<file path="src/rtl/brwt_pkg.sv">
// ----------------------------------------------------------------------------
// brwt_pkg
// Types and codes shared by the range window translation block.
// ----------------------------------------------------------------------------
package brwt_pkg;

   localparam int CSR_WIDTH   = 4;
   localparam int QUEUE_DEPTH = 2;

   localparam logic OP_LOAD  = 1'b0;
   localparam logic OP_XLATE = 1'b1;

   localparam logic [1:0] STATUS_OK      = 2'd0;
   localparam logic [1:0] STATUS_INVALID = 2'd1;
   localparam logic [1:0] STATUS_RANGE   = 2'd2;

   typedef struct packed {
      logic        opcode;
      logic [2:0]  entry_index;
      logic [31:0] win_child_space;
      logic [31:0] win_child_base;
      logic [31:0] win_parent_space;
      logic [31:0] win_parent_base;
      logic [31:0] win_size;
      logic [31:0] req_space;
      logic [31:0] req_addr;
      logic [31:0] req_size;
      logic [31:0] req_offset;
      logic [31:0] req_len;
   } req_type;

   typedef struct packed {
      logic [1:0]  status;
      logic [31:0] out_space;
      logic [31:0] out_addr;
      logic [31:0] out_size;
   } rsp_type;

   typedef enum logic [1:0] {
      KIND_LOAD    = 2'd0,
      KIND_XLATE   = 2'd1,
      KIND_INVALID = 2'd2
   } kind_type;

   typedef struct packed {
      kind_type    kind;
      logic [2:0]  entry_index;
      logic [31:0] win_child_space;
      logic [31:0] win_child_base;
      logic [31:0] win_parent_space;
      logic [31:0] win_parent_base;
      logic [31:0] win_size;
      logic [31:0] xl_space;
      logic [31:0] xl_size;
   } queue_item_type;

endpackage

</file>
<file path="src/rtl/brwt_front.sv">
// ----------------------------------------------------------------------------
// brwt_front
// Accepts commands, checks the register spec, applies offset and length.
// ----------------------------------------------------------------------------
module brwt_front
   import brwt_pkg::*;
#(
   parameter int ADDR_WIDTH = 32,
   parameter int CW         = 32
) (
   input  logic           start,
   input  logic           full,
   input  req_type        req_data,
   output logic           push,
   output queue_item_type item,
   output logic [CW-1:0]  item_addr
);

   localparam logic [CW-1:0] AMASK = {CW{1'b1}} >> (CW - ADDR_WIDTH);

   logic compat;

   assign push   = start && !full;
   assign compat = req_data.req_space > 32'd1;

   always_comb begin
      item.entry_index      = req_data.entry_index;
      item.win_child_space  = req_data.win_child_space;
      item.win_child_base   = req_data.win_child_base;
      item.win_parent_space = req_data.win_parent_space;
      item.win_parent_base  = req_data.win_parent_base;
      item.win_size         = req_data.win_size;
      item.xl_size          = (req_data.req_len != 32'd0) ? req_data.req_len
                                                          : req_data.req_size;
      if (compat) begin
         item.xl_space = req_data.req_space + req_data.req_offset;
         item_addr     = CW'(req_data.req_addr);
      end else begin
         item.xl_space = req_data.req_space;
         item_addr     = (CW'(req_data.req_addr) + CW'(req_data.req_offset)) & AMASK;
      end
      priority if (req_data.opcode == OP_LOAD) begin
         item.kind = KIND_LOAD;
      end else if (compat && req_data.req_addr != 32'd0) begin
         item.kind = KIND_INVALID;
      end else begin
         item.kind = KIND_XLATE;
      end
   end

endmodule

</file>
<file path="src/rtl/brwt_queue.sv">
// ----------------------------------------------------------------------------
// brwt_queue
// Small FIFO between the command front and the lookup back end.
// ----------------------------------------------------------------------------
module brwt_queue #(
   parameter int WIDTH = 8,
   parameter int DEPTH = 2
) (
   input  logic             clock,
   input  logic             reset,
   input  logic             push,
   input  logic [WIDTH-1:0] push_data,
   input  logic             pop,
   output logic             full,
   output logic             not_empty,
   output logic [WIDTH-1:0] head_data
);

   localparam int PW = (DEPTH > 1) ? $clog2(DEPTH) : 1;
   localparam int NW = $clog2(DEPTH + 1);

   logic [WIDTH-1:0] storage_ff [DEPTH];
   logic [PW-1:0]    wr_ptr_ff, wr_ptr_in;
   logic [PW-1:0]    rd_ptr_ff, rd_ptr_in;
   logic [NW-1:0]    count_ff, count_in;

   assign full      = count_ff == NW'(DEPTH);
   assign not_empty = count_ff != '0;
   assign head_data = storage_ff[rd_ptr_ff];

   always_comb begin
      wr_ptr_in = wr_ptr_ff;
      rd_ptr_in = rd_ptr_ff;
      if (push) begin
         wr_ptr_in = (wr_ptr_ff == PW'(DEPTH - 1)) ? '0 : wr_ptr_ff + PW'(1);
      end
      if (pop) begin
         rd_ptr_in = (rd_ptr_ff == PW'(DEPTH - 1)) ? '0 : rd_ptr_ff + PW'(1);
      end
      unique case ({push, pop})
         2'b10:   count_in = count_ff + NW'(1);
         2'b01:   count_in = count_ff - NW'(1);
         default: count_in = count_ff;
      endcase
   end

   always_ff @(posedge clock) begin
      if (reset) begin
         wr_ptr_ff <= '0;
         rd_ptr_ff <= '0;
         count_ff  <= '0;
      end else begin
         wr_ptr_ff <= wr_ptr_in;
         rd_ptr_ff <= rd_ptr_in;
         count_ff  <= count_in;
      end
   end

   always_ff @(posedge clock) begin
      if (push) begin
         storage_ff[wr_ptr_ff] <= push_data;
      end
   end

endmodule

</file>
<file path="src/rtl/brwt_back.sv">
// ----------------------------------------------------------------------------
// brwt_back
// Window table, parallel window match, rebase and result register.
// ----------------------------------------------------------------------------
module brwt_back
   import brwt_pkg::*;
#(
   parameter int MAX_RANGES = 8,
   parameter int ADDR_WIDTH = 32,
   parameter int CW         = 32
) (
   input  logic                 clock,
   input  logic                 reset,
   input  logic                 csr_write,
   input  logic [CSR_WIDTH-1:0] csr_data,
   input  logic                 item_valid,
   input  queue_item_type       item,
   input  logic [CW-1:0]        item_addr,
   output logic                 rsp_valid,
   output rsp_type              rsp_data
);

   localparam logic [CW-1:0] AMASK = {CW{1'b1}} >> (CW - ADDR_WIDTH);
   localparam int IW = (MAX_RANGES > 1) ? $clog2(MAX_RANGES) : 1;

   logic [31:0]     tab_child_space_ff  [MAX_RANGES];
   logic [31:0]     tab_child_base_ff   [MAX_RANGES];
   logic [31:0]     tab_parent_space_ff [MAX_RANGES];
   logic [CW-1:0]   tab_delta_ff        [MAX_RANGES];
   logic [CW-1:0]   tab_win_last_ff     [MAX_RANGES];
   logic [MAX_RANGES-1:0] tab_whole_ff;

   logic [CSR_WIDTH-1:0] range_count_ff;

   logic                  load_en;
   logic [CW-1:0]         load_base;
   logic [CW-1:0]         load_win_last;
   logic [CW-1:0]         load_delta;
   logic [CW-1:0]         spec_last;
   logic [MAX_RANGES-1:0] match;
   logic [IW-1:0]         match_idx;

   logic          a_valid_ff, a_valid_in;
   kind_type      a_kind_ff;
   logic          a_hit_ff;
   logic          a_bypass_ff;
   logic [IW-1:0] a_idx_ff;
   logic [31:0]   a_space_ff;
   logic [CW-1:0] a_addr_ff;
   logic [31:0]   a_size_ff;

   logic    rsp_valid_ff;
   rsp_type rsp_data_ff, rsp_data_in;
   logic [CW-1:0] rebased;

   assign load_en       = item_valid && item.kind == KIND_LOAD;
   assign load_base     = CW'(item.win_child_base);
   assign load_win_last = (load_base + CW'(item.win_size) - CW'(1)) & AMASK;
   assign load_delta    = (CW'(item.win_parent_base) - load_base) & AMASK;
   assign spec_last     = (item_addr + CW'(item.xl_size) - CW'(1)) & AMASK;

   always_comb begin
      for (int i = 0; i < MAX_RANGES; i++) begin
         match[i] = (32'(range_count_ff) > i)
                 && (item.xl_space == tab_child_space_ff[i])
                 && (item_addr >= CW'(tab_child_base_ff[i]))
                 && (tab_whole_ff[i] || spec_last <= tab_win_last_ff[i]);
      end
      match_idx = '0;
      for (int i = MAX_RANGES - 1; i >= 0; i--) begin
         if (match[i]) begin
            match_idx = IW'(i);
         end
      end
   end

   always_ff @(posedge clock) begin
      for (int i = 0; i < MAX_RANGES; i++) begin
         if (load_en && 32'(item.entry_index) == i) begin
            tab_child_space_ff[i]  <= item.win_child_space;
            tab_child_base_ff[i]   <= item.win_child_base;
            tab_parent_space_ff[i] <= item.win_parent_space;
            tab_delta_ff[i]        <= load_delta;
            tab_win_last_ff[i]     <= load_win_last;
            tab_whole_ff[i]        <= item.win_size == 32'd0;
         end
      end
   end

   assign a_valid_in = item_valid && item.kind != KIND_LOAD;

   always_ff @(posedge clock) begin
      if (reset) begin
         range_count_ff <= '0;
         a_valid_ff     <= 1'b0;
         rsp_valid_ff   <= 1'b0;
      end else begin
         if (csr_write) begin
            range_count_ff <= csr_data;
         end
         a_valid_ff   <= a_valid_in;
         rsp_valid_ff <= a_valid_ff;
      end
   end

   always_ff @(posedge clock) begin
      if (a_valid_in) begin
         a_kind_ff   <= item.kind;
         a_hit_ff    <= |match;
         a_bypass_ff <= range_count_ff == '0;
         a_idx_ff    <= match_idx;
         a_space_ff  <= item.xl_space;
         a_addr_ff   <= item_addr;
         a_size_ff   <= item.xl_size;
      end
      if (a_valid_ff) begin
         rsp_data_ff <= rsp_data_in;
      end
   end

   assign rebased = (a_addr_ff + tab_delta_ff[a_idx_ff]) & AMASK;

   always_comb begin
      rsp_data_in = '0;
      unique case (a_kind_ff)
         KIND_XLATE: begin
            priority if (a_bypass_ff) begin
               rsp_data_in.status    = STATUS_OK;
               rsp_data_in.out_space = a_space_ff;
               rsp_data_in.out_addr  = a_addr_ff[31:0];
               rsp_data_in.out_size  = a_size_ff;
            end else if (a_hit_ff) begin
               rsp_data_in.status    = STATUS_OK;
               rsp_data_in.out_space = tab_parent_space_ff[a_idx_ff];
               rsp_data_in.out_addr  = rebased[31:0];
               rsp_data_in.out_size  = a_size_ff;
            end else begin
               rsp_data_in.status = STATUS_RANGE;
            end
         end
         KIND_INVALID: rsp_data_in.status = STATUS_INVALID;
         default:      rsp_data_in = '0;
      endcase
   end

   assign rsp_valid = rsp_valid_ff;
   assign rsp_data  = rsp_data_ff;

endmodule

</file>
<file path="src/rtl/bus_range_window_translate.sv">
// ----------------------------------------------------------------------------
// bus_range_window_translate
// Results pass the queue, match stage and result register; loads give none.
// Throughput: one command per cycle; all windows are matched in parallel in the
// back end, which pops one queue entry every cycle.
// Reset: synchronous; clears the queue, pipeline valids and range_count.
// Table entries are undefined until loaded. The receiver cannot stall.
// ----------------------------------------------------------------------------
module bus_range_window_translate
   import brwt_pkg::*;
#(
   parameter int MAX_RANGES = 8,
   parameter int ADDR_WIDTH = 32
) (
   input  logic                 clock,
   input  logic                 reset,
   input  logic                 start,
   output logic                 busy,
   input  req_type              req_data,
   output logic                 rsp_valid,
   output rsp_type              rsp_data,
   input  logic                 csr_valid,
   output logic                 csr_ready,
   input  logic [CSR_WIDTH-1:0] csr_data
);

   localparam int CW = (ADDR_WIDTH > 32) ? ADDR_WIDTH : 32;
   localparam int QW = $bits(queue_item_type) + CW;

   logic           push;
   queue_item_type f_item;
   logic [CW-1:0]  f_addr;
   logic           q_full;
   logic           q_valid;
   logic [QW-1:0]  q_data;
   queue_item_type q_item;
   logic [CW-1:0]  q_addr;
   logic           csr_write;

   assign busy      = q_full;
   assign csr_ready = 1'b1;
   assign csr_write = csr_valid && csr_ready;
   assign q_item    = queue_item_type'(q_data[QW-1:CW]);
   assign q_addr    = q_data[CW-1:0];

   brwt_front #(
      .ADDR_WIDTH (ADDR_WIDTH),
      .CW         (CW)
   ) u_front (
      .start     (start),
      .full      (q_full),
      .req_data  (req_data),
      .push      (push),
      .item      (f_item),
      .item_addr (f_addr)
   );

   brwt_queue #(
      .WIDTH (QW),
      .DEPTH (QUEUE_DEPTH)
   ) u_queue (
      .clock     (clock),
      .reset     (reset),
      .push      (push),
      .push_data ({f_item, f_addr}),
      .pop       (q_valid),
      .full      (q_full),
      .not_empty (q_valid),
      .head_data (q_data)
   );

   brwt_back #(
      .MAX_RANGES (MAX_RANGES),
      .ADDR_WIDTH (ADDR_WIDTH),
      .CW         (CW)
   ) u_back (
      .clock      (clock),
      .reset      (reset),
      .csr_write  (csr_write),
      .csr_data   (csr_data),
      .item_valid (q_valid),
      .item       (q_item),
      .item_addr  (q_addr),
      .rsp_valid  (rsp_valid),
      .rsp_data   (rsp_data)
   );

endmodule

</file>
<file path="config.mk">
export PLATFORM = sky130hd
export DESIGN_NAME = bus_range_window_translate
export DESIGN_NICKNAME = d
export VERILOG_FILES = /design/src/rtl/brwt_pkg.sv /design/src/rtl/brwt_front.sv /design/src/rtl/brwt_queue.sv /design/src/rtl/brwt_back.sv /design/src/rtl/bus_range_window_translate.sv
export SDC_FILE = /design/constraint.sdc
export NUM_CORES = 2
export LEC_CHECK = 0
export BUFFER_PORTS_ARGS = -buffer_cell sky130_fd_sc_hd__buf_2
export CAP_MARGIN = 15
export CORE_ASPECT_RATIO = 1.25
export CORE_MARGIN = 2
export CORE_UTILIZATION = 30
export DETAILED_ROUTE_END_ITERATION = 10
export PLACE_DENSITY = 0.46
export SLEW_MARGIN = 15
export SYNTH_ARGS = -nofsm -noshare
export SYNTH_HDL_FRONTEND = slang
export SYNTH_SLANG_ARGS = --single-unit
</file>
<file path="constraint.sdc">
create_clock -name clock -period 14.2 [get_ports clock]
set_clock_uncertainty 0.05 [all_clocks]
set_input_delay 3.55 -clock clock [delete_from_list [all_inputs] [get_ports clock]]
set_output_delay 3.55 -clock clock [all_outputs]
set_load 0.02 [all_outputs]
</file>
# Word-level counts from Yosys, hierarchy flattened
# Memory sizes are Yosys's and may differ from the RTL's. A register that Yosys moved wholly into a read port is not among the register bits.
# Cells that the tools add are included.
[classes]
n_shift = 0
addsub = 12
eq_ne = 20
div_mod_pow = 0
reduce_logical = 92
n_mul = 0
n_bitwise = 0
muxes = 144
n_lt_le_gt_ge = 25
[ops]
columns = ["cell", "n"]
rows = [
  ["$mux W32", 38],
  ["$reduce_or A32 Y1", 35],
  ["$eq A32 B32 Y1", 8],
  ["$ge A32 B32 Y1", 8],
  ["$le A32 B32 Y1", 8],
  ["$add A32 B32 Y32", 5],
  ["$mux W3", 39],
  ["$mux W98", 1],
  ["$mux W96", 1],
  ["$reduce_bool A32 Y1", 2],
  ["$sub A32 B1 Y32 const B", 2],
  ["$mux W1", 58],
  ["$logic_and A1 B1 Y1", 36],
  ["$gt A32 B1 Y1 const B", 1],
  ["$logic_not A32 Y1", 1],
  ["$sub A32 B32 Y32", 1],
  ["$gt A4 B3 Y1 const B", 4],
  ["$eq A3 B3 Y1 const B", 4],
  ["$mux W2", 5],
  ["$gt A4 B1 Y1 const B", 2],
  ["$gt A4 B2 Y1 const B", 2],
  ["$logic_or A1 B1 Y1", 8],
  ["$pmux W2 S2", 2],
  ["$reduce_or A8 Y1", 1],
  ["14 further kinds", 21],
]
[word_totals]
ramBits = 1802
latch_bits = 0
memories = 6
rom_bits = 0
ff_bits = 219
output_inout_bits = 101
[memory_table]
columns = ["memory", "depth", "word_bits", "rd", "rd_ports_with_merged_regs", "write_ports", "line_no", "text"]
rows = [
  ["u_queue.storage_ff", 2, 261, 1, 1, 1, "brwt_queue.sv:22", "logic [WIDTH-1:0] storage_ff [DEPTH];"],
  ["u_back.tab_child_base_ff", 8, 32, 8, 0, 1, "brwt_back.sv:27", "logic [31:0] tab_child_base_ff [MAX_RANGES];"],
  ["u_back.tab_child_space_ff", 8, 32, 8, 0, 1, "brwt_back.sv:26", "logic [31:0] tab_child_space_ff [MAX_RANGES];"],
  ["u_back.tab_delta_ff", 8, 32, 1, 0, 1, "brwt_back.sv:29", "logic [CW-1:0] tab_delta_ff [MAX_RANGES];"],
  ["u_back.tab_parent_space_ff", 8, 32, 1, 0, 1, "brwt_back.sv:28", "logic [31:0] tab_parent_space_ff [MAX_RANGES];"],
  ["u_back.tab_win_last_ff", 8, 32, 8, 0, 1, "brwt_back.sv:30", "logic [CW-1:0] tab_win_last_ff [MAX_RANGES];"],
]

# Longest topological paths before layout
[logic_depth]
depth_word = 13
depth_mapped = 35

# Modules after synthesis
# Synthesis repeated with hierarchy kept, for this count alone.
[unflattened]
cells_unflattened = 6865
area_unflattened_um2 = 98499.5
[modules_own_cells]
columns = ["mod", "area_each_um2", "cells_per_inst", "instances"]
rows = [
  ["brwt_back", 73125.1, 5196, 1],
  ["brwt_queue", 19816.5, 834, 1],
  ["brwt_front", 5546.6, 833, 1],
  ["bus_range_window_translate", 11.3, 2, 1],
]

# Worst setup path before layout
# Ideal clock, no wire load.
[synth_timing]
path_kind = "input to register"
startpoint = "input port start"
endpoint = "memory u_queue.storage_ff[0][0] in the netlist's numbering (enable)"
t_arrival_ps = 14452
slack_ps = -1190
setup_time_ps = 887
t_required_ps = 13263
path_stages = 2
path_buffers = 0
cell_sequence = "nand2_1 nor2_1"
[synth_between]
elab_chain_cells = 3
[synth_rtl]
columns = ["element", "line_no", "text"]
rows = [
  ["from (decl)", "bus_range_window_translate.sv:17", "input logic start,"],
  ["$logic_and A1 B1 Y1", "brwt_front.sv:23", "assign push = start && !full;"],
  ["$mux W1", "brwt_queue.sv:60", "if (push) begin"],
  ["$mux W1 (implied by the code)", "brwt_queue.sv:61", "storage_ff[wr_ptr_ff] <= push_data;"],
  ["to (decl)", "brwt_queue.sv:22", ""],
]
# No other way between the ends.

==> metrics.txt <==
Tcrit/Tclk final=60.64%; synth cell count leaders=2011 x edfxtp_1, 805 x inv_1, 761 x ha_1, 264 x a21oi_1, 233 x a21o_1; Slew @ Worst Pin=1322 ps; share of the synthesized area in the top cell type=63.13%; mean post-synth cell area=14.65 sq um; M3 GR Usage=2.517%; I/O Buffers=431; Root Buffer=clkbuf_16; vias in the first global route=57.88k; Post-CTS Hold Buffers=0; share of layout cells above drive strength 1=16.68%; CP max-delay cell=xnor2_1; Tmin final=8611 ps; dpl hpwl=206300 um; Gate Count Post-Synth=6529; DRC=0; crit-path max cell delay=930 ps; TritonCTS Buffers=218; M2 GR Usage=29.63%; total negative slack=0 ps; Synth Register Bits=2022; die area=323400 sq um; post-synth cell types=81; GRT busiest layer=met2; Arr. time, crit path=9230 ps; Area contributors post-synth=edfxtp_1 63%, ha_1 10%, inv_1 3.2%; IO Count=433; Yosys Warn Count=0; Die W=509.1 um; outcome=finished, final reports clean; RSZ-0062 raised after global routing=false; GR Overflow Total=0; most used cell, CP=a21oi_1; asr flop ratio synth=0%; layout net count=8298; P&R area growth vs syn=15.72%; post-CTS sizing=0; vias per std cell=4.831; antenna-violating nets left=0; Mapped Area=95660 sq um; EDFF count, synth=2011; CTS tree=built; final hold violations=0; DR WL/cell=25.18 um; # rows=231; antenna violations before repair=31; GR Util All Layers=17.67%; slew margin rel.=9.367%; VDD IR max=0.1241 mV; drt total wl=291500 um; cell leakage power=0.04231 uW; Max Root-Sink Buffers=4; sequential share of the synthesized area=63.36%; hold slack final=454.3 ps; CTS clk-pin slew, worst paths=60 ps; met1 GRT Util=23.78%; initial core utilization=30.17%; Clk Latency, worst-skew pair=880 ps; htree depth=4; largest net degree at the start of global routing=114; first-pass GRT wire length=413900 um; maxcap violations=0; type of origin of the critical path=register; most common cell in the netlist=edfxtp_1; setup violators final=0; nature of the critical path endpoint=register; CP required=14820 ps; syn nets=7628; routability cong.=0.9004; drt first pass iters=6; worst min-delay path category=register to register; leading area contributor after synthesis=edfxtp_1; main flop type after synthesis=edfxtp_1; PwrDens=226.7 nW/um^2; Crit Path Class=register to register; starting DRC count in detailed routing=3916; clock sinks=2022; Slew Limit Fails=0; chip height=635.3 um; via count=55.92k; postcts setup bufs=0; core area=317100 sq um; Max Freq=116.1 MHz; critical path peak fanout=52
[final timing paths]
| kind | startpoint | end | slack (ps) | cells past startpoint |
|---|---|---|---|---|
| worst min register to register | u_queue.rd_ptr_ff | register | 450 | 2 |
| worst max register to register | register | u_back.a_idx_ff[2] | 5590 | 29 |
| worst min-delay path | u_queue.rd_ptr_ff | register | 450 | 2 |
| worst max-delay path | register | u_back.a_idx_ff[2] | 5590 | 29 |
[stage by stage]
| stage | power, uW | cells | utilization (%) | cell area (sq um) | setup WS [ps] |
|---|---|---|---|---|---|
| after global routing | 26680 | 11570 | 34.90 | 110700 | 4977 |
| after floorplan | 15480 | 6529 | - | 95660 | 3235 |
| final | 25090 | 11580 | 34.91 | 110700 | 5589 |
| after detailed placement | 19690 | 11170 | 32.74 | 103800 | 5665 |
| after global placement | 19490 | 11170 | 32.74 | 103800 | 5588 |
| after CTS | 25400 | 11560 | 34.90 | 110700 | 5578 |
[layout make-up]
type,instances,area (sq um)
diodes,11,27.53
clock buffers,261,5723
clock inverters,130,1130
repair buffers,558,3198
well taps,4194,5248
fillers,30530,206400
inverters,805,3022
multi-input cells,3594,31730
flip-flops and latches,2022,60620
[state kept, by name, indices dropped and copies added (netlist names), named ones only]
name	flops
u_back.a_addr_ff	32
u_back.a_bypass_ff	1
u_back.a_hit_ff	1
u_back.a_idx_ff	3
u_back.a_kind_ff	2
u_back.a_size_ff	32
u_back.a_space_ff	32
u_back.a_valid_ff	1
u_back.range_count_ff	4
u_back.rsp_data	98
u_back.rsp_valid	1
u_back.tab_child_base_ff	256
u_back.tab_child_space_ff	256
u_back.tab_delta_ff	256
u_back.tab_parent_space_ff	256
u_back.tab_whole_ff	8
u_back.tab_win_last_ff	256
u_queue.count_ff	2
u_queue.rd_ptr_ff	1
u_queue.storage_ff	522
u_queue.wr_ptr_ff	1
[power breakdown]
part / switching (uW) / internal (uW) / leakage (uW) / total [uW]
Combinational: 7140 / 3860 / 0.0205 / 11000
Clock: 2390 / 3200 / 0.00335 / 5600
Sequential: 237 / 8260 / 0.0184 / 8490
[logic make-up after synthesis]
family          synth area share, %
fa+ha+maj                     10.08
simple gates                  5.074
compound gates                6.884
mux                           7.067
buf+inv                       3.628
other cells                0.003920
xor+xnor                      3.907
flops                         63.36
[critical path: cells and delay by family (launching register included)]
family / cells / cell delay [ps]
AO/OA/AOI/OAI: 14 / 2920
adder cells (fa/ha/maj): 4 / 1260
flip-flops: 1 / 700
XOR/XNOR: 1 / 930
multiplexers: 1 / 320
buffers and inverters: 3 / 890
AND/OR/NAND/NOR: 6 / 1290
[per-layer routing]
layer	up-vias	wire, um
met2	1237	139100
met4	28	7920
met5	-	178
li1	25820	-
met1	28480	131500
met3	361	12760
[cells in the final DEF, fill, tap and decap left out, drive strengths merged, types with 10 or more instances in the layout]
| master | Yosys | final |
|---|---|---|
| mux2i | 170 | 170 |
| o31ai | 18 | 18 |
| a21oi | 264 | 264 |
| o21bai | 20 | 20 |
| a22oi | 45 | 45 |
| o21ai | 195 | 195 |
| buf | 41 | 558 |
| inv | 805 | 811 |
| diode | 0 | 11 |
| and2 | 49 | 49 |
| a31oi | 16 | 16 |
| a211oi | 40 | 40 |
| xor2 | 205 | 205 |
| nor4 | 74 | 74 |
| ha | 761 | 761 |
| mux2 | 160 | 160 |
| nand3 | 49 | 49 |
| nand2 | 163 | 163 |
| a221oi | 10 | 10 |
| or3 | 11 | 11 |
| a21o | 233 | 233 |
| or2 | 10 | 10 |
| dfxtp | 11 | 11 |
| clkbuf | 67 | 261 |
| o21a | 50 | 50 |
| mux4 | 128 | 128 |
| nor2b | 94 | 94 |
| nand2b | 50 | 50 |
| nor3 | 48 | 48 |
| edfxtp | 2011 | 2011 |
| clkinv | 0 | 97 |
| o211ai | 29 | 29 |
| bufinv | 0 | 19 |
| and3 | 24 | 24 |
| xnor2 | 219 | 219 |
| nand4 | 157 | 157 |
| nor2 | 189 | 189 |
(Power assumes the default switching activity.)
